## src/design/cscan_pkg.sv

```systemverilog
// cscan_pkg: shared types and constants of the c-scan disk scheduler
// item structs for both channels, the queue entry and default parameter values
// no dependencies
package cscan_pkg;

    // fixed field widths of the channels
    localparam int FIELD_W = 16;
    localparam int SEEK_W  = 17;
    localparam int CFG_W   = 17;

    // parameter defaults
    localparam int DEF_MAX_REQUESTS = 32;
    localparam int DEF_TRACK_BITS   = 16;

    // command queue between front and back, depth is a power of two
    localparam int QUEUE_DEPTH = 4;
    localparam int QPTR_W      = $clog2(QUEUE_DEPTH);

    localparam logic [CFG_W-1:0] TRACK_COUNT_RESET = 17'h10000;

    typedef enum logic {
        OP_LOAD  = 1'b0,
        OP_START = 1'b1
    } t_op;

    typedef struct packed {
        logic               cmd;
        logic [FIELD_W-1:0] request_track;
        logic [FIELD_W-1:0] head_position;
        logic [FIELD_W-1:0] previous_position;
    } t_in_item;

    typedef struct packed {
        logic [FIELD_W-1:0] served_track;
        logic [SEEK_W-1:0]  total_seek;
        logic               is_last;
        logic               is_empty;
        logic               overflowed;
    } t_out_item;

    typedef struct packed {
        t_op                op;
        logic [FIELD_W-1:0] track;
        logic [FIELD_W-1:0] head;
        logic [FIELD_W-1:0] prev;
    } t_q_entry;

endpackage

```

## src/design/cscan_disk_scheduler.sv

```systemverilog
// cscan_disk_scheduler: top level of the c-scan disk request scheduler
// holds the track count register and joins the front end to the back end
// depends on cscan_pkg, cscan_front, cscan_back
//
// Load items (cmd 0) queue request tracks into a store of MAX_REQUESTS
// entries; a load beyond capacity is dropped and the overflow flag is shown
// on every result of the next run. A start item (cmd 1) gives the head and
// previous head positions and the block emits every stored request in c-scan
// order: moving up (previous < head) it serves tracks at or above the head
// ascending, runs to the top track, wraps to track 0 and serves the rest
// ascending; otherwise the mirror order. The last result carries the total
// seek (the wrap jump not counted) and is_last; a start with an empty store
// gives one result with is_empty and is_last. Tracks, head and previous
// position above top = min(track_count, 2^TRACK_BITS) - 1 saturate to top,
// and a track_count of 0 acts as 1. Timing: input items enter a four-entry
// command queue, so up to four items are taken while the back end is busy.
// Loads drain at one per cycle while no run is in progress. Each result of
// a run is one pass over the store through its single registered read
// port (a read per stored request, the registered read, then the commit of
// the pick), plus any time the result register waits on i_out_stall.
// Write track_count only while no run is pending.
module cscan_disk_scheduler #(
    parameter int MAX_REQUESTS = cscan_pkg::DEF_MAX_REQUESTS,
    parameter int TRACK_BITS   = cscan_pkg::DEF_TRACK_BITS
) (
    input  logic                         i_clk,
    input  logic                         i_rst_n,
    // input item channel
    input  logic                         i_in_valid,
    output logic                         o_in_stall,
    input  cscan_pkg::t_in_item          i_in_item,
    // result item channel
    output logic                         o_out_valid,
    input  logic                         i_out_stall,
    output cscan_pkg::t_out_item         o_out_item,
    // track_count register write
    input  logic                         i_cfg_we,
    input  logic [cscan_pkg::CFG_W-1:0]  i_cfg_data
);

    logic [cscan_pkg::CFG_W-1:0] r_track_count;

    // command queue handshake
    logic                q_valid;
    logic                q_pop;
    cscan_pkg::t_q_entry q_entry;

    // track count, no read-back
    always_ff @(posedge i_clk) begin
        if (!i_rst_n) begin
            r_track_count <= cscan_pkg::TRACK_COUNT_RESET;
        end else if (i_cfg_we) begin
            r_track_count <= i_cfg_data;
        end
    end

    // front: takes items, decodes the command, clamps the request track
    cscan_front #(
        .TRACK_BITS (TRACK_BITS)
    ) u_front (
        .i_clk      (i_clk),
        .i_rst_n    (i_rst_n),
        .i_in_valid (i_in_valid),
        .o_in_stall (o_in_stall),
        .i_in_item  (i_in_item),
        .o_q_valid  (q_valid),
        .i_pop      (q_pop),
        .o_q_entry  (q_entry)
    );

    // back: request store, selection scan and the result register
    cscan_back #(
        .MAX_REQUESTS (MAX_REQUESTS),
        .TRACK_BITS   (TRACK_BITS)
    ) u_back (
        .i_clk         (i_clk),
        .i_rst_n       (i_rst_n),
        .i_q_valid     (q_valid),
        .o_pop         (q_pop),
        .i_q_entry     (q_entry),
        .i_track_count (r_track_count),
        .o_out_valid   (o_out_valid),
        .i_out_stall   (i_out_stall),
        .o_out_item    (o_out_item)
    );

endmodule

```

## src/design/cscan_front.sv

```systemverilog
// cscan_front: accepts input items, decodes the command and clamps the track
// pushes decoded entries into a short command queue for the back end
// depends on cscan_pkg
module cscan_front #(
    parameter int TRACK_BITS = cscan_pkg::DEF_TRACK_BITS
) (
    input  logic                 i_clk,
    input  logic                 i_rst_n,
    input  logic                 i_in_valid,
    output logic                 o_in_stall,
    input  cscan_pkg::t_in_item  i_in_item,
    output logic                 o_q_valid,
    input  logic                 i_pop,
    output cscan_pkg::t_q_entry  o_q_entry
);

    localparam int FW = cscan_pkg::FIELD_W;
    localparam int PW = cscan_pkg::QPTR_W;
    localparam logic [31:0] MAX_TRK_32 = (32'd1 << TRACK_BITS) - 32'd1;
    localparam logic [FW-1:0] MAX_TRK = MAX_TRK_32[FW-1:0];
    localparam logic [31:0] FULL_32 = cscan_pkg::QUEUE_DEPTH;
    localparam logic [PW:0] FULL = FULL_32[PW:0];

    cscan_pkg::t_q_entry r_queue [cscan_pkg::QUEUE_DEPTH];
    logic [PW-1:0]       r_wr;
    logic [PW-1:0]       r_rd;
    logic [PW:0]         r_cnt;
    cscan_pkg::t_q_entry s_entry;
    logic                s_push;
    logic                s_pop;

    // classify and clamp to the track range the store can hold
    always_comb begin
        s_entry.op    = i_in_item.cmd ? cscan_pkg::OP_START : cscan_pkg::OP_LOAD;
        s_entry.track = (i_in_item.request_track > MAX_TRK) ? MAX_TRK
                                                            : i_in_item.request_track;
        s_entry.head  = i_in_item.head_position;
        s_entry.prev  = i_in_item.previous_position;
    end

    assign o_in_stall = (r_cnt == FULL);
    assign o_q_valid  = (r_cnt != '0);
    assign s_push     = i_in_valid && !o_in_stall;
    assign s_pop      = i_pop && o_q_valid;
    assign o_q_entry  = r_queue[r_rd];

    always_ff @(posedge i_clk) begin
        if (!i_rst_n) begin
            r_wr  <= '0;
            r_rd  <= '0;
            r_cnt <= '0;
        end else begin
            if (s_push) begin
                r_wr <= r_wr + 1'b1;
            end
            if (s_pop) begin
                r_rd <= r_rd + 1'b1;
            end
            if (s_push && !s_pop) begin
                r_cnt <= r_cnt + 1'b1;
            end else if (!s_push && s_pop) begin
                r_cnt <= r_cnt - 1'b1;
            end
        end
    end

    always_ff @(posedge i_clk) begin
        if (s_push) begin
            r_queue[r_wr] <= s_entry;
        end
    end

endmodule

```

## src/design/cscan_back.sv

```systemverilog
// cscan_back: request store and c-scan selection engine
// executes load and start entries from the queue, drives the result register
// depends on cscan_pkg
module cscan_back #(
    parameter int MAX_REQUESTS = cscan_pkg::DEF_MAX_REQUESTS,
    parameter int TRACK_BITS   = cscan_pkg::DEF_TRACK_BITS
) (
    input  logic                          i_clk,
    input  logic                          i_rst_n,
    input  logic                          i_q_valid,
    output logic                          o_pop,
    input  cscan_pkg::t_q_entry           i_q_entry,
    input  logic [cscan_pkg::CFG_W-1:0]   i_track_count,
    output logic                          o_out_valid,
    input  logic                          i_out_stall,
    output cscan_pkg::t_out_item          o_out_item
);

    localparam int FW    = cscan_pkg::FIELD_W;
    localparam int SW    = cscan_pkg::SEEK_W;
    localparam int CW    = cscan_pkg::CFG_W;
    localparam int TB    = TRACK_BITS;
    localparam int KEY_W = TB + 1;
    localparam int IDX_W = (MAX_REQUESTS > 1) ? $clog2(MAX_REQUESTS) : 1;
    localparam int CNT_W = $clog2(MAX_REQUESTS + 1);
    localparam logic [31:0] TC_MAX_32 = 32'd1 << TRACK_BITS;
    localparam logic [CW-1:0] TC_MAX = TC_MAX_32[CW-1:0];
    localparam logic [31:0] MAX_32 = MAX_REQUESTS;
    localparam logic [CNT_W-1:0] CNT_MAX = MAX_32[CNT_W-1:0];

    typedef enum logic [1:0] {
        S_IDLE = 2'b01,
        S_SCAN = 2'b10
    } t_state;

    t_state r_state;

    logic [TB-1:0]      r_mem [MAX_REQUESTS];
    logic [TB-1:0]      r_rdata;
    logic [CNT_W-1:0]   r_count;
    logic               r_overflow;
    logic [MAX_REQUESTS-1:0] r_used;

    // run context
    logic [TB-1:0]      r_top;
    logic [TB-1:0]      r_head;
    logic [TB-1:0]      r_base;
    logic               r_up;

    // scan pipeline
    logic [CNT_W-1:0]   r_issue;
    logic               r_cmp_valid;
    logic [IDX_W-1:0]   r_cmp_idx;
    logic [CNT_W-1:0]   r_emit_k;
    logic               r_have_best;
    logic [KEY_W-1:0]   r_best_key;
    logic [TB-1:0]      r_best_v;
    logic [IDX_W-1:0]   r_best_idx;

    logic                  r_out_valid;
    cscan_pkg::t_out_item  r_out_item;

    logic [CW-1:0]  s_tc_lim;
    logic [CW-1:0]  s_tc_m1;
    logic [TB-1:0]  s_top;
    logic [FW-1:0]  s_top_f;
    logic [TB-1:0]  s_head;
    logic [TB-1:0]  s_prev;
    logic           s_up;
    logic           s_load_ok;
    logic           s_is_load;
    logic           s_issue_ok;
    logic           s_scan_done;
    logic           s_last;
    logic [TB-1:0]  s_v;
    logic           s_flag;
    logic [KEY_W-1:0] s_key;
    logic           s_take;
    logic [TB-1:0]  s_add;
    logic [TB:0]    s_seek;

    // run setup from the start entry: top track and clamped head positions
    always_comb begin
        s_tc_lim = (i_track_count > TC_MAX) ? TC_MAX : i_track_count;
        s_tc_m1  = s_tc_lim - 1'b1;
        s_top    = (i_track_count == '0) ? '0 : s_tc_m1[TB-1:0];
        s_top_f  = FW'(s_top);
        s_head   = (i_q_entry.head > s_top_f) ? s_top : i_q_entry.head[TB-1:0];
        s_prev   = (i_q_entry.prev > s_top_f) ? s_top : i_q_entry.prev[TB-1:0];
        s_up     = (s_prev < s_head);
    end

    assign s_load_ok = !r_out_valid || !i_out_stall;
    assign s_is_load = (i_q_entry.op == cscan_pkg::OP_LOAD);

    always_comb begin
        o_pop = 1'b0;
        if (r_state == S_IDLE && i_q_valid) begin
            o_pop = s_is_load || s_load_ok;
        end
    end

    // key ordering: serving side first, then the far side after the wrap;
    // upward ascends, downward descends (inverted value)
    always_comb begin
        s_v    = (r_rdata > r_top) ? r_top : r_rdata;
        s_flag = r_up ? (s_v < r_head) : (s_v > r_head);
        s_key  = {s_flag, (r_up ? s_v : ~s_v)};
        s_take = r_cmp_valid && !r_used[r_cmp_idx]
                 && (!r_have_best || s_key < r_best_key);
    end

    assign s_issue_ok  = (r_issue < r_count);
    assign s_scan_done = !s_issue_ok && !r_cmp_valid;
    assign s_last      = (r_emit_k == r_count - 1'b1);

    // total seek closes on the last pick: it is the far-side extreme when
    // that side held requests, otherwise only the run to the end track
    always_comb begin
        if (!r_best_key[KEY_W-1]) begin
            s_add = '0;
        end else if (r_up) begin
            s_add = r_best_v;
        end else begin
            s_add = r_top - r_best_v;
        end
        s_seek = {1'b0, r_base} + {1'b0, s_add};
    end

    always_ff @(posedge i_clk) begin
        if (!i_rst_n) begin
            r_state     <= S_IDLE;
            r_count     <= '0;
            r_overflow  <= 1'b0;
            r_out_valid <= 1'b0;
            r_cmp_valid <= 1'b0;
            r_have_best <= 1'b0;
            r_issue     <= '0;
            r_emit_k    <= '0;
        end else begin
            if (r_out_valid && !i_out_stall) begin
                r_out_valid <= 1'b0;
            end
            case (r_state)
                S_IDLE: begin
                    if (o_pop) begin
                        if (s_is_load) begin
                            if (r_count < CNT_MAX) begin
                                r_count <= r_count + 1'b1;
                            end else begin
                                r_overflow <= 1'b1;
                            end
                        end else if (r_count == '0) begin
                            r_out_valid <= 1'b1;
                            r_overflow  <= 1'b0;
                        end else begin
                            r_state     <= S_SCAN;
                            r_issue     <= '0;
                            r_emit_k    <= '0;
                            r_have_best <= 1'b0;
                            r_cmp_valid <= 1'b0;
                        end
                    end
                end
                S_SCAN: begin
                    r_cmp_valid <= s_issue_ok;
                    if (s_issue_ok) begin
                        r_issue <= r_issue + 1'b1;
                    end
                    if (s_take) begin
                        r_have_best <= 1'b1;
                    end
                    if (s_scan_done && s_load_ok) begin
                        r_out_valid <= 1'b1;
                        if (s_last) begin
                            r_state    <= S_IDLE;
                            r_count    <= '0;
                            r_overflow <= 1'b0;
                        end else begin
                            r_emit_k    <= r_emit_k + 1'b1;
                            r_issue     <= '0;
                            r_have_best <= 1'b0;
                        end
                    end
                end
                default: begin
                    r_state <= S_IDLE;
                end
            endcase
        end
    end

    always_ff @(posedge i_clk) begin
        if (r_state == S_IDLE && o_pop) begin
            if (s_is_load) begin
                if (r_count < CNT_MAX) begin
                    r_mem[r_count[IDX_W-1:0]] <= i_q_entry.track[TB-1:0];
                end
            end else begin
                r_top  <= s_top;
                r_head <= s_head;
                r_up   <= s_up;
                r_base <= s_up ? (s_top - s_head) : s_head;
                r_used <= '0;
                if (r_count == '0) begin
                    r_out_item.served_track <= '0;
                    r_out_item.total_seek   <= '0;
                    r_out_item.is_last      <= 1'b1;
                    r_out_item.is_empty     <= 1'b1;
                    r_out_item.overflowed   <= r_overflow;
                end
            end
        end
        r_rdata   <= r_mem[r_issue[IDX_W-1:0]];
        r_cmp_idx <= r_issue[IDX_W-1:0];
        if (r_state == S_SCAN) begin
            if (s_take) begin
                r_best_key <= s_key;
                r_best_v   <= s_v;
                r_best_idx <= r_cmp_idx;
            end
            if (s_scan_done && s_load_ok) begin
                r_used[r_best_idx]      <= 1'b1;
                r_out_item.served_track <= FW'(r_best_v);
                r_out_item.total_seek   <= s_last ? SW'(s_seek) : '0;
                r_out_item.is_last      <= s_last;
                r_out_item.is_empty     <= 1'b0;
                r_out_item.overflowed   <= r_overflow;
            end
        end
    end

    assign o_out_valid = r_out_valid;
    assign o_out_item  = r_out_item;

    a_count_bound: assert property (@(posedge i_clk) disable iff (!i_rst_n)
        r_count <= CNT_MAX)
        else $error("request count beyond capacity");

    a_emit_in_range: assert property (@(posedge i_clk) disable iff (!i_rst_n)
        (r_state == S_SCAN) |-> (r_emit_k < r_count))
        else $error("emit index past stored requests");

    a_pick_found: assert property (@(posedge i_clk) disable iff (!i_rst_n)
        (r_state == S_SCAN && s_scan_done) |-> r_have_best)
        else $error("scan finished without an unserved request");

    a_run_closes: assert property (@(posedge i_clk) disable iff (!i_rst_n)
        (r_state == S_SCAN && s_scan_done && s_load_ok && s_last)
        |=> (r_state == S_IDLE && r_count == '0 && !r_overflow && r_out_valid))
        else $error("run did not close after last result");

    a_empty_is_last: assert property (@(posedge i_clk) disable iff (!i_rst_n)
        (r_out_valid && r_out_item.is_empty) |-> r_out_item.is_last)
        else $error("empty result not marked last");

endmodule
```

## config.mk

```make
export PLATFORM = sky130hd
export DESIGN_NAME = cscan_disk_scheduler
export DESIGN_NICKNAME = d
export VERILOG_FILES = /design/src/design/cscan_pkg.sv /design/src/design/cscan_disk_scheduler.sv /design/src/design/cscan_front.sv /design/src/design/cscan_back.sv
export SDC_FILE = /design/constraint.sdc
export NUM_CORES = 1
export LEC_CHECK = 0
export ABC_CLOCK_PERIOD_IN_PS = 14500
export BUFFER_PORTS_ARGS = -buffer_cell sky130_fd_sc_hd__buf_2
export CORE_ASPECT_RATIO = 0.8
export CORE_UTILIZATION = 65
export DETAILED_ROUTE_END_ITERATION = 7
export PLACE_DENSITY = 0.82
export SYNTH_ARGS = -nofsm -noshare
export SYNTH_HDL_FRONTEND = slang
export SYNTH_SLANG_ARGS = --single-unit
```

## constraint.sdc

```tcl
create_clock -name i_clk -period 14.5 [get_ports i_clk]
set_clock_uncertainty 0.2 [all_clocks]
set_input_delay 1.45 -clock i_clk [delete_from_list [all_inputs] [get_ports i_clk]]
set_output_delay 1.45 -clock i_clk [all_outputs]
set_load 0.005 [all_outputs]
```

After elaboration in Yosys (flattened, before gate mapping)
Memories as Yosys holds them, arrays and structs flattened. A register that Yosys moved wholly into a read port is not among the register bits.
Index checks and enable logic that the tools add are counted.
Word-level totals
  input bits: 71
  bits in writable memories: 708
  register bits after elaboration: 208
  memories kept: 2
Memories
  u_back.r_mem: words 32, width 16, read ports 1, clocked after Yosys merged registers in 1, wr ports 1, line cscan_back.sv:38  | logic [TB-1:0] r_mem [MAX_REQUESTS];
  u_front.r_queue: words 4, width 49, read ports 1, clocked after Yosys merged registers in 1, wr ports 1, line cscan_front.sv:24  | cscan_pkg::t_q_entry r_queue [cscan_pkg::QUEUE_DEPTH];
Operators by class
  mux-type cells: 80
  eq/ne operators: 14
  $add $sub $neg: 12
  bitwise logic cells: 3
  $lt $le $gt $ge: 14
  reduce and logical (&&, ||, !) cells: 36
Operator list (count)
  $mux W36: 5
  $mux W16: 10
  $mux W32: 4
  $mux W6: 13
  $gt A16 B16 Y1: 4
  $pmux W6 S2: 3
  $lt A16 B16 Y1: 2
  $or A32 B32 Y32: 1
  $sub A16 B16 Y16: 2
  $mux W1: 28
  $add A6 B1 Y6 const B: 3
  $reduce_and A6 Y1: 3
  $add A16 B16 Y17: 1
  $gt A17 B17 Y1 const B: 1
  $logic_not A17 Y1: 1
  $lt A17 B17 Y1: 1
  $mux W17: 1
  $gt A16 B16 Y1 const B: 1
  $not A16 Y16: 1
  $sub A16 B1 Y16 const B: 1
  $mux W2: 7
  $logic_and A1 B1 Y1: 12
  $lt A5 B6 Y1 const B: 2
  $ne A2 B2 Y1 const B: 5
  28 further kinds: 47

Longest topological paths before layout
Gate-level depths: netlist of run 1.
  depth after elaboration: 11
  gate-level depth with buffers: 33

Cells and area by module
A second synthesis of run 1 with hierarchy kept.
Unflattened totals
  cell total of the unflattened synthesis: 2616
  area total of the unflattened synthesis: 41106.9 µm²
Modules (own cells, without submodules)
  cscan_back: cells an instance 2258, instances 1, seq. area each 20249.4 µm², area each 32892.8 µm²
  cscan_front: cells an instance 304, instances 1, seq. area each 6065.8 µm², area each 7564.8 µm²
  cscan_disk_scheduler: cells an instance 54, instances 1, seq. area each 340.3 µm², area each 649.4 µm²

Worst setup path before layout of run 1
Ideal clock, no wire load.
  path kind: reg2reg
  start: reg r_track_count[16] (netlist bit)
  end: reg u_back.r_base[4] (data pin)
  data required time: 14.133 ns
  arrival: 6.802 ns
  period minus slack after synthesis: 7.169 ns
  library setup time: 0.167 ns
  path slack: 7.331 ns
  cell stages (with the launch flop): 30
  path through: dfxtp_1 clkbuf_1 clkbuf_1 nand2b_1 ha_1 buf_2 inv_1 or3_1 mux2_2 o21ai_0 inv_1 ha_1 a21o_1 o211ai_1 o211ai_1 a31o_2 nand2_1 clkbuf_1 buf_1 mux2i_1 ha_1 a21o_1 a211o_1 nor2_1 nor4_1 a41oi_4 nand2_4 inv_2 a311o_1 a211oi_1
Between the ends
  word-level cells in the longest chain between the ends: 8
  elaborated cells between the ends (all ways): 12
  those cells by class: 2 x add/sub; 4 x order compare; 5 x mux; 1 x reduce/logical
Ends and longest elaborated chain
  from (decl): line cscan_disk_scheduler.sv:41  | logic [cscan_pkg::CFG_W-1:0] r_track_count;
  from (signal assigned): line cscan_disk_scheduler.sv:51  | r_track_count <= cscan_pkg::TRACK_COUNT_RESET;
  from (signal assigned): line cscan_disk_scheduler.sv:53  | r_track_count <= i_cfg_data;
  $gt A17 B17 Y1: line cscan_back.sv:84  | s_tc_lim = (i_track_count > TC_MAX) ? TC_MAX : i_track_count;
  $mux W16: line cscan_back.sv:84
  $sub A16 B1 Y16: line cscan_back.sv:85  | s_tc_m1 = s_tc_lim - 1'b1;
  $mux W16 *: line cscan_back.sv:86  | s_top = (i_track_count == '0) ? '0 : s_tc_m1[TB-1:0];
  named net u_back.s_top[8]: line cscan_back.sv:65  | logic [TB-1:0] s_top;
  $gt A16 B16 Y1 (on tied branches): line cscan_back.sv:89, cscan_back.sv:88
  $mux W16 (on tied branches): line cscan_back.sv:89, cscan_back.sv:88
  $lt A16 B16 Y1 *: line cscan_back.sv:90  | s_up = (s_prev < s_head);
  named net u_back.s_up: line cscan_back.sv:69  | logic s_up;
  $mux W16 *: line cscan_back.sv:203  | r_base <= s_up ? (s_top - s_head) : s_head;
  to (signal assigned): line cscan_back.sv:203
  to (decl): line cscan_back.sv:47  | logic [TB-1:0] r_base;
Mark *: on every way through the listed nets, which the timed path passes. The rest lies on a longest branch.
A chain may end at the register's enable or synchronous reset.

Worst setup path after layout of run 1
Same ends and word-level chain as after synthesis.

==> flow_summary_export.csv, run 1 <==
group,metric,value,unit
synthesis,synth_area,40730,um2
grt,grt_use_met1,46.00,%
placed_design,postPlaceCellArea,42330,um2
layout,drive_gt1_share,20.51,%
drt,wire_per_inst,28.78,um
synthesis,syn_nets,2789,
grt,use_met2,50.84,%
synthesis,netlist.top_cell.by_area,"edfxtp_1",
placed_design,post-dp-hpwl,64640,um
critical_path,end_kind,"flop",
layout,fill_cells,3483,
clock_tree,clk_pin_slew_worst_paths,60,ps
floorplan,die-height,225.9,um
timing,finalCriticalPeriod,8574,ps
drt,via_per_inst,6.718,
layout,fin_area,45060,um2
clock_tree,clock_path_buffers,3,
drt,drtIter0Drc,3155,
critical_path,worstPathRequired,14760,ps
timing,timing.final.hold_violations,0,
clock_tree,ctsHoldBuffers,0,
synthesis,synth_top_area_share,58.61,%
clock_tree,root_buffer,"clkbuf_16",
critical_path,critPathLaunchType,"flop",
floorplan,rows,81,
synthesis,synthTopCellsByArea,"edfxtp_1 (59%), mux4_2 (12%), dfxtp_1 (6.8%)",
drt,drc_errors,0,
grt,grt_antenna_before_repair,9,
grt,grt_pass1_wl,151400,um
timing,layout_worst_path_cycle_share,59.13,%
synthesis,syn_inst,2559,
job,maxCapViolCount,0,
placed_design,place_congestion,0.9421,
pwr,cellLeakagePower,15.75,nW
synthesis,synth_ff_type,"edfxtp_1",
layout,syn_to_final_growth,10.63,%
clock_tree,cts_tree,"done",
timing,worst_pin_slew,1224,ps
timing,drv_slew,0,
drt,vias,24204,
run_status,status,"complete, no violations",
drt,postRouteAntennaNets,0,
clock_tree,numCtsBuffers,85,
floorplan,core,61520,um2
synthesis,avgSynthCellArea,15.92,um2
timing,finalWorstSetupSlack,5926,ps
clock_tree,clk_latency,680,ps
grt,grt_pass1_vias,24187,
grt,busiest_layer,"met2",
timing,relSlewSlack,18.07,%
clock_tree,cts.sinks,934,
drt,dr.pass1.iters,7,
critical_path,arrival,8840,ps
grt,grt_max_degree,52,
clock_tree,post_cts_buffers,0,
synthesis,synth_commonest_cells,"edfxtp_1 (795), mux4_2 (218), ha_1 (155), nand2_1 (144), inv_1 (141)",
worst_hold_path,hp-class,"reg -> reg",
layout,fin_nets,2934,
clock_tree,cts_max_level,3,
pwr,power_density,178.5,nW/um2
floorplan,io_pins,109,
drt,wl,103700,um
pwr,power,8.044,mW
synthesis,yosys_warnings,0,
critical_path,path_class,"reg -> reg",
timing,max_freq,116.6,MHz
synthesis,ys_types,78,
critical_path,critPathMaxFanout,26,
placed_design,portBuffers,108,
grt,grt_use_met3,9.032,%
floorplan,start_util,66.21,%
synthesis,yosysSeqAreaShare,65.44,%
timing,rsz0062_at_grt,"false",
synthesis,synth-async-reset-ratio,0,%
placed_design,pre_cts_ws,6159,ps
grt,grt_overflow,0,
timing,final-setup-viol-count,0,
clock_tree,cts_resized,0,
synthesis,synth-edff-count,795,
synthesis,ys_ff_latch,934,
timing,fin_tns_setup,0,ps
pwr,vdd_drop_max,127.1,uV
grt,grtUsageTotal,33.23,%
floorplan,die_w,281.9,um
floorplan,die-area,63670,um2
synthesis,synth_most_common_cell,"edfxtp_1",
==> sequential cells by signal, indices dropped and copies added, names as in the netlist, 16 cells and up, named ones only <==
register and cells:
u_back.r_rdata 16, u_back.o_out_item 36, u_back.r_best_v 16, r_track_count 17
u_back.r_used 32, u_back.r_top 16, u_front.r_queue 196, u_back.r_mem 512
u_back.r_base 16, u_back.r_head 16, u_back.r_best_key 17
==> critical path, stage by stage (launching register included) <==
cell      delay, ps
dfxtp_1         790
nand2b_1        200
ha_1            340
inv_1           200
or3_1           380
mux2_2          280
o21ai_0         530
inv_1           180
ha_1            230
a21o_1          190
o211ai_1        160
o211ai_1        180
a31o_2          320
nand2_1         410
buf_4           350
mux2i_1         550
ha_1            260
nand4_1         160
nor4_1          940
a41oi_4         350
nand2_4         360
inv_2           170
a311o_1         340
a211oi_1        260
==> stage by stage <==
step	hold slack (ps)	utilization (%)	std cells
CTS	256.5	73.23	3599
global placement	229.0	68.81	3447
finish	253.1	73.25	3603
global route	286.6	73.24	3602
floorplan	154.0	-	2559
detailed placement	242.7	68.81	3447
==> cells in the final DEF (no fill, tap or decap), drive strengths merged, types with 35 or more instances in the layout <==
cell type  instances
a21oi             93
o21ai            107
inv              147
edfxtp           795
nand2            146
mux2              35
nor2             133
nand3             39
mux2i             38
ha               155
dfxtp            139
clkbuf           119
xnor2             46
buf              159
mux4             218
nor2b             40
==> report_power, final <==
part	total [mW]	internal [mW]	switching (mW)	leakage, nW
clock network	2.22	1.21	1.01	1.31
logic	2.32	0.842	1.48	6.14
registers	3.51	3.38	0.129	8.30
total	8.04	5.43	2.62	15.8
==> cell families after synthesis <==
kind of cell	Yosys count	synth area share (%)
DFF	934	65.44
and+or+nand+nor	491	5.840
AOI/OAI and AO/OA	370	5.975
muxes	291	13.96
buffers and inverters	243	2.289
adders and majority gates	162	5.035
xor gates and xnor gates	68	1.462
==> area by class of cell <==
| class | instances | area (um2) | share of cell area [%] |
|---|---|---|---|
| inverter | 142 | 533.0 | 1.183 |
| tap | 830 | 1039 | 2.305 |
| sequential | 934 | 26670 | 59.19 |
| clock inverter | 33 | 359.1 | 0.7969 |
| antenna | 4 | 10.01 | 0.02221 |
| multi-input combinational | 1382 | 13170 | 29.22 |
| clock buffer | 119 | 2357 | 5.231 |
| timing repair buffer | 159 | 923.4 | 2.049 |
==> layer usage <==
metal  wire length [um]  part of all wire (%)
met5                 51                 0.049
met4               3890                   3.8
met3              12150                    12
met2              48230                    47
met1              39370                    38
==> worst paths after layout <==
path                                                startpoint                         end  slack [ps]  cells after the start
worst max-delay path            r_track_count[16]$_SDFFE_PN1P_  u_back.r_base[4]$_DFFE_PP_        5930                     23
worst min-delay path                 u_back.r_used[29]$_DFF_P_   u_back.r_used[29]$_DFF_P_         250                      2
worst max register to register  r_track_count[16]$_SDFFE_PN1P_  u_back.r_base[4]$_DFFE_PP_        5930                     23
worst min register to register       u_back.r_used[29]$_DFF_P_   u_back.r_used[29]$_DFF_P_         250                      2
No activity file was read; power rests on OpenSTA's default activity.
==> run 2, diff against run 1 <==
--- a/config.mk
+++ b/config.mk
@@ -5,12 +5,12 @@
 export SDC_FILE = /design/constraint.sdc
 export NUM_CORES = 1
 export LEC_CHECK = 0
-export ABC_CLOCK_PERIOD_IN_PS = 14500
+export ABC_CLOCK_PERIOD_IN_PS = 7500
 export BUFFER_PORTS_ARGS = -buffer_cell sky130_fd_sc_hd__buf_2
 export CORE_ASPECT_RATIO = 0.8
-export CORE_UTILIZATION = 65
+export CORE_UTILIZATION = 56
 export DETAILED_ROUTE_END_ITERATION = 7
-export PLACE_DENSITY = 0.82
+export PLACE_DENSITY = 0.75
 export SYNTH_ARGS = -nofsm -noshare
 export SYNTH_HDL_FRONTEND = slang
 export SYNTH_SLANG_ARGS = --single-unit
==> constraint.sdc (replaced) <==
create_clock -name i_clk -period 7.5 [get_ports i_clk]
set_clock_uncertainty 0.2 [all_clocks]
set_input_delay 0.75 -clock i_clk [delete_from_list [all_inputs] [get_ports i_clk]]
set_output_delay 0.75 -clock i_clk [all_outputs]
set_load 0.005 [all_outputs]
==> flow_summary_export.csv, run 2 (synthesis results as in run 1) <==
group,metric,value,unit
timing,max_freq,141.6,MHz
clock_tree,cts_max_level,3,
drt,via_per_inst,6.299,
run_status,status,"complete, no violations",
layout,syn_to_final_growth,11.43,%
floorplan,die_w,303.5,um
floorplan,core,72010,um2
clock_tree,numCtsBuffers,88,
worst_hold_path,min-delay-start,"i_in_item[14]",
drt,drtIter0Drc,2744,
grt,grt_max_degree,52,
critical_path,critPathMaxFanout,19,
critical_path,critPathLaunchType,"flop",
critical_path,path_class,"reg -> reg",
grt,grt_overflow,0,
placed_design,postPlaceCellArea,42600,um2
drt,dr.pass1.iters,6,
clock_tree,clk_latency,670,ps
layout,fin_area,45390,um2
layout,drive_gt1_share,21.17,%
job,maxCapViolCount,0,
grt,grt_pass1_wl,146400,um
floorplan,die-area,73820,um2
clock_tree,ctsHoldBuffers,0,
pwr,cellLeakagePower,15.87,nW
floorplan,io_pins,109,
layout,fin_nets,2954,
clock_tree,clk_pin_slew_worst_paths,80,ps
drt,wire_per_inst,26.20,um
timing,finalCriticalPeriod,7061,ps
critical_path,end_kind,"flop",
critical_path,r2r_slack,440,ps
timing,fin_tns_setup,0,ps
layout,instances_no_fill,3742,
critical_path,r2r_cells,27,
critical_path,worstPathRequired,7570,ps
pwr,vdd_drop_max,276.1,uV
timing,layout_worst_path_cycle_share,94.14,%
layout,fill_cells,4949,
placed_design,pre_cts_ws,345.3,ps
clock_tree,post_cts_buffers,0,
grt,grt_pass1_vias,23204,
worst_hold_path,hp-class,"in -> reg",
layout,largest_reg_flops,512,
clock_tree,clock_path_buffers,3,
placed_design,post-dp-hpwl,63730,um
grt,grtUsageTotal,26.95,%
timing,relSlewSlack,16.07,%
layout,regArea,26670,um2
floorplan,rows,88,
worst_hold_path,worstHoldPathCells,1,
drt,vias,23570,
layout,diodes,0,
clock_tree,cts_tree,"done",
placed_design,place_congestion,0.9194,
critical_path,arrival,7130,ps
timing,finalWorstSetupSlack,439.4,ps
drt,wl,98040,um
critical_path,worst_r2r_startpoint,"u_back.r_top[9]$_DFFE_PP_",
drt,postRouteAntennaNets,0,
placed_design,dpl.cell_count,3578,
grt,grt_antenna_before_repair,3,
clock_tree,cts.sinks,934,
critical_path,slowest_stage,"o31a_1",
clock_tree,cts_resized,0,
floorplan,start_util,56.56,%
timing,timing.final.hold_violations,0,
critical_path,max_stage_delay,690,ps
floorplan,die-height,243.2,um
layout,multi_input_area,13190,um2
critical_path,rr_endpoint,"u_back.r_best_key[16]$_DFFE_PP_",
timing,final-setup-viol-count,0,
layout,final_common_cell,"edfxtp_1",
placed_design,portBuffers,108,
timing,rsz0062_at_grt,"false",
drt,drc_errors,0,
layout,final_cell_mix,"edfxtp_1 (795), mux4_2 (218), ha_1 (155)",
timing,worst_pin_slew,1256,ps
pwr,power,15.50,mW
pwr,power_density,341.4,nW/um2
timing,drv_slew,0,
worst_hold_path,whs_endpoint,"u_front.r_queue[0][14]$_DFFE_PP_",
clock_tree,root_buffer,"clkbuf_16",
run 2: cell types whose count changed in the layout (fill, tap and decap cells not counted), sizes merged:
cell / delta
buf: +16
bufinv: +2
clkbuf: -12
clkinv: +24
clkinvlp: -1
diode: -4
inv: -2
nor2: +1
run 2: power by group:
group | switching, mW | internal, mW | leakage [nW]
clock network | 1.94 | 2.36 | 1.35
logic | 2.76 | 1.64 | 6.22
registers | 0.271 | 6.53 | 8.30
total | 4.97 | 10.5 | 15.9
run 2: layout make-up:
type	count	area share, %
Clock buffer	107	5.009
Clock inverter	56	1.083
Inverter	142	1.174
Multi-Input combinational cell	1383	29.07
Sequential cell	934	58.76
Tap cell	945	2.605
Timing Repair Buffer	175	2.299
run 2: how the worst max path moves through the flow:
stage | from | depth (start not counted) | slack, ps | end
global route | u_back.r_top[9]$_DFFE_PP_ | 27 | 60 | u_back.r_best_key[0]$_DFFE_PP_
detailed placement | r_track_count[2]$_SDFFE_PN0P_ | 26 | 350 | u_back.r_base[15]$_DFFE_PP_
floorplan | r_track_count[16]$_SDFFE_PN1P_ | 29 | 330 | u_back.r_base[4]$_DFFE_PP_
CTS | u_back.r_top[9]$_DFFE_PP_ | 27 | 280 | u_back.r_best_key[6]$_DFFE_PP_
global placement | u_back.r_top[9]$_DFFE_PP_ | 27 | 340 | u_back.r_best_v[7]$_DFFE_PP_
finish | u_back.r_top[9]$_DFFE_PP_ | 27 | 440 | u_back.r_best_key[16]$_DFFE_PP_
run 2: routing by layer:
metal	up-vias	GRT usage [%]	part of all wire, %
met4	2	6.721	2.1
met2	1190	40.70	46
met5	-	0	0.012
met1	11973	41.15	43
met3	140	4.261	8.7
li1	10265	-	-
run 2: worst max-delay path: cells and delay by family, from the launching register on:
kind	cells	cell delay, ps
AO/OA/AOI/OAI	16	3190
adder cells (fa/ha/maj)	3	920
buffers and inverters	1	80
flip-flops	1	550
multiplexers	1	460
AND/OR/NAND/NOR	6	1220
run 2: stage by stage:
step | util [%] | hold slack (ps)
after floorplan | - | 154.0
after global placement | 59.16 | 228.7
after detailed placement | 59.16 | 239.3
after CTS | 63.00 | 52.16
after global routing | 63.03 | 61.95
final | 63.03 | 86.89
==> run 3, diff against run 2 <==
--- a/config.mk
+++ b/config.mk
@@ -11,6 +11,7 @@
 export CORE_UTILIZATION = 56
 export DETAILED_ROUTE_END_ITERATION = 7
 export PLACE_DENSITY = 0.75
+export SETUP_SLACK_MARGIN = 0.5
 export SYNTH_ARGS = -nofsm -noshare
 export SYNTH_HDL_FRONTEND = slang
 export SYNTH_SLANG_ARGS = --single-unit
==> flow_summary_export.csv, run 3 (synthesis results as in run 1) <==
group,metric,value,unit
critical_path,r2r_cells,28,
grt,grtUsageTotal,26.42,%
clock_tree,cts_tree,"done",
critical_path,end_kind,"flop",
pwr,power_density,344.4,nW/um2
job,maxCapViolCount,0,
clock_tree,root_buffer,"clkbuf_16",
layout,regArea,26670,um2
critical_path,cpMostUsedCell,"o21a_1",
timing,layout_worst_path_cycle_share,87.89,%
clock_tree,numCtsBuffers,87,
critical_path,critPathLaunchType,"flop",
floorplan,rows,88,
drt,postRouteAntennaNets,0,
layout,post-route-util,63.40,%
timing,rsz0062_at_grt,"false",
drt,wire_per_inst,25.74,um
critical_path,crit_family,"compound AO/OA/AOI/OAI gates",
layout,fill_cells,5002,
timing,timing.final.hold_violations,0,
grt,grt_max_degree,89,
pwr,vdd_drop_max,245.7,uV
drt,drc_errors,0,
critical_path,worst_r2r_startpoint,"u_back.r_top[1]$_DFFE_PP_",
worst_hold_path,hp-class,"in -> reg",
grt,grt_overflow,0,
layout,syn_to_final_growth,12.09,%
drt,dr.pass1.iters,6,
timing,drv_slew,0,
timing,finalCriticalPeriod,6591,ps
timing,fin_tns_setup,0,ps
floorplan,core,72010,um2
floorplan,start_util,56.56,%
drt,vias,23640,
layout,final_common_cell,"edfxtp_1",
critical_path,slowest_stage,"nor2_4",
clock_tree,ctsHoldBuffers,0,
clock_tree,clk_pin_slew_worst_paths,60,ps
pwr,cellLeakagePower,15.96,nW
floorplan,die-area,73820,um2
run_status,status,"complete, no violations",
layout,final_cell_mix,"edfxtp_1 (795), mux4_2 (218), ha_1 (155)",
placed_design,place_congestion,0.9443,
grt,grt_pass1_vias,23129,
worst_hold_path,worstHoldPathCells,1,
critical_path,crit_buf_inv,2,
timing,final-setup-viol-count,0,
placed_design,post-dp-hpwl,61610,um
critical_path,path_class,"reg -> reg",
critical_path,critPathMaxFanout,19,
worst_hold_path,whs_endpoint,"u_front.r_queue[0][44]$_DFFE_PP_",
layout,multi_input_area,13270,um2
clock_tree,cts.sinks,934,
timing,relSlewSlack,16.40,%
critical_path,r2r_slack,910,ps
layout,fin_nets,2960,
timing,max_freq,151.7,MHz
drt,wl,96510,um
worst_hold_path,min-delay-start,"i_in_item[44]",
layout,drive_gt1_share,21.91,%
critical_path,arrival,6680,ps
floorplan,die-height,243.2,um
clock_tree,cts_max_level,3,
timing,worst_pin_slew,1249,ps
critical_path,max_stage_delay,570,ps
drt,drtIter0Drc,2818,
clock_tree,clk_latency,680,ps
layout,largest_reg_flops,512,
placed_design,portBuffers,108,
critical_path,worstPathRequired,7580,ps
timing,finalWorstSetupSlack,908.5,ps
grt,grt_pass1_wl,144000,um
floorplan,die_w,303.5,um
floorplan,io_pins,109,
placed_design,pre_cts_ws,193.8,ps
grt,grt_antenna_before_repair,2,
clock_tree,clock_path_buffers,3,
drt,via_per_inst,6.306,
critical_path,rr_endpoint,"u_back.r_best_idx[4]$_DFFE_PP_",
## run 3: cell count changes in the layout (fill, tap and decap cells not counted), sizes merged
cell,previous run,this run
inv,145,148
clkinv,46,35
clkinvlp,2,3
bufinv,5,7
diode,0,1
clkbuf,107,111
buf,175,182
## run 3: per-layer routing
layer / track usage [%] / vias up / wire length, um
met5: 0 / - / 0
met4: 5.691 / 0 / 1605
met3: 4.914 / 127 / 9345
met2: 39.87 / 1235 / 44280
met1: 40.28 / 11997 / 41280
li1: - / 10281 / -
## run 3: per-stage QoR
stage	hold WS (ps)	instance area [um2]	total power, mW	cells
4_1_cts	65.83	45500	15.65	3738
5_1_grt	81.28	45650	16.39	3748
3_5_place_dp	247.6	42590	11.20	3574
3_3_place_gp	228.3	42590	11.02	3574
2_1_floorplan	154.0	40740	9.817	2559
6_report	102.1	45650	15.72	3749
## run 3: where the power goes
group,internal [mW],total [mW],switching [mW]
Sequential,6.53,6.79,0.260
Combinational,1.69,4.51,2.82
Clock,2.46,4.43,1.97
Total,10.7,15.7,5.05
## run 3: worst register-to-register path: cells and delay by family (launching register included)
family | cells | cell delay (ps)
muxes | 1 | 340
and+or+nand+nor | 6 | 1260
adders and majority gates | 3 | 870
AOI/OAI and AO/OA | 16 | 2790
buffers and inverters | 2 | 340
DFF | 1 | 450
## run 3: what timing repair did
item                       in CTS  in global routing
cloned                          0                  1
buffers inserted                2                  9
gates resized for setup         4                 18
setup endpoints to repair       4                 55
pin swaps                       1                  6
hold endpoints to repair        0                  0
## run 3: worst max path at each step
stage,startpoint,to,slack (ps),depth (start not counted)
after floorplan,r_track_count[16]$_SDFFE_PN1P_,u_back.r_base[14]$_DFFE_PP_,550,29
after global placement,r_track_count[2]$_SDFFE_PN0P_,u_back.r_base[4]$_DFFE_PP_,460,24
after detailed placement,r_track_count[2]$_SDFFE_PN0P_,u_back.r_base[4]$_DFFE_PP_,190,25
after CTS,r_track_count[2]$_SDFFE_PN0P_,u_back.r_base[11]$_DFFE_PP_,510,26
after global routing,u_back.r_top[2]$_DFFE_PP_,u_back.r_best_idx[4]$_DFFE_PP_,510,28
final,u_back.r_top[1]$_DFFE_PP_,u_back.r_best_idx[4]$_DFFE_PP_,910,28
## run 3: final cells by class
cell class / count / share of cell area [%]
tap: 945 / 2.590
multi-input combinational: 1383 / 29.06
clock inverter: 51 / 1.222
clock buffer: 111 / 5.076
timing repair buffer: 182 / 2.464
sequential: 934 / 58.42
antenna: 1 / 0.005481
inverter: 142 / 1.168
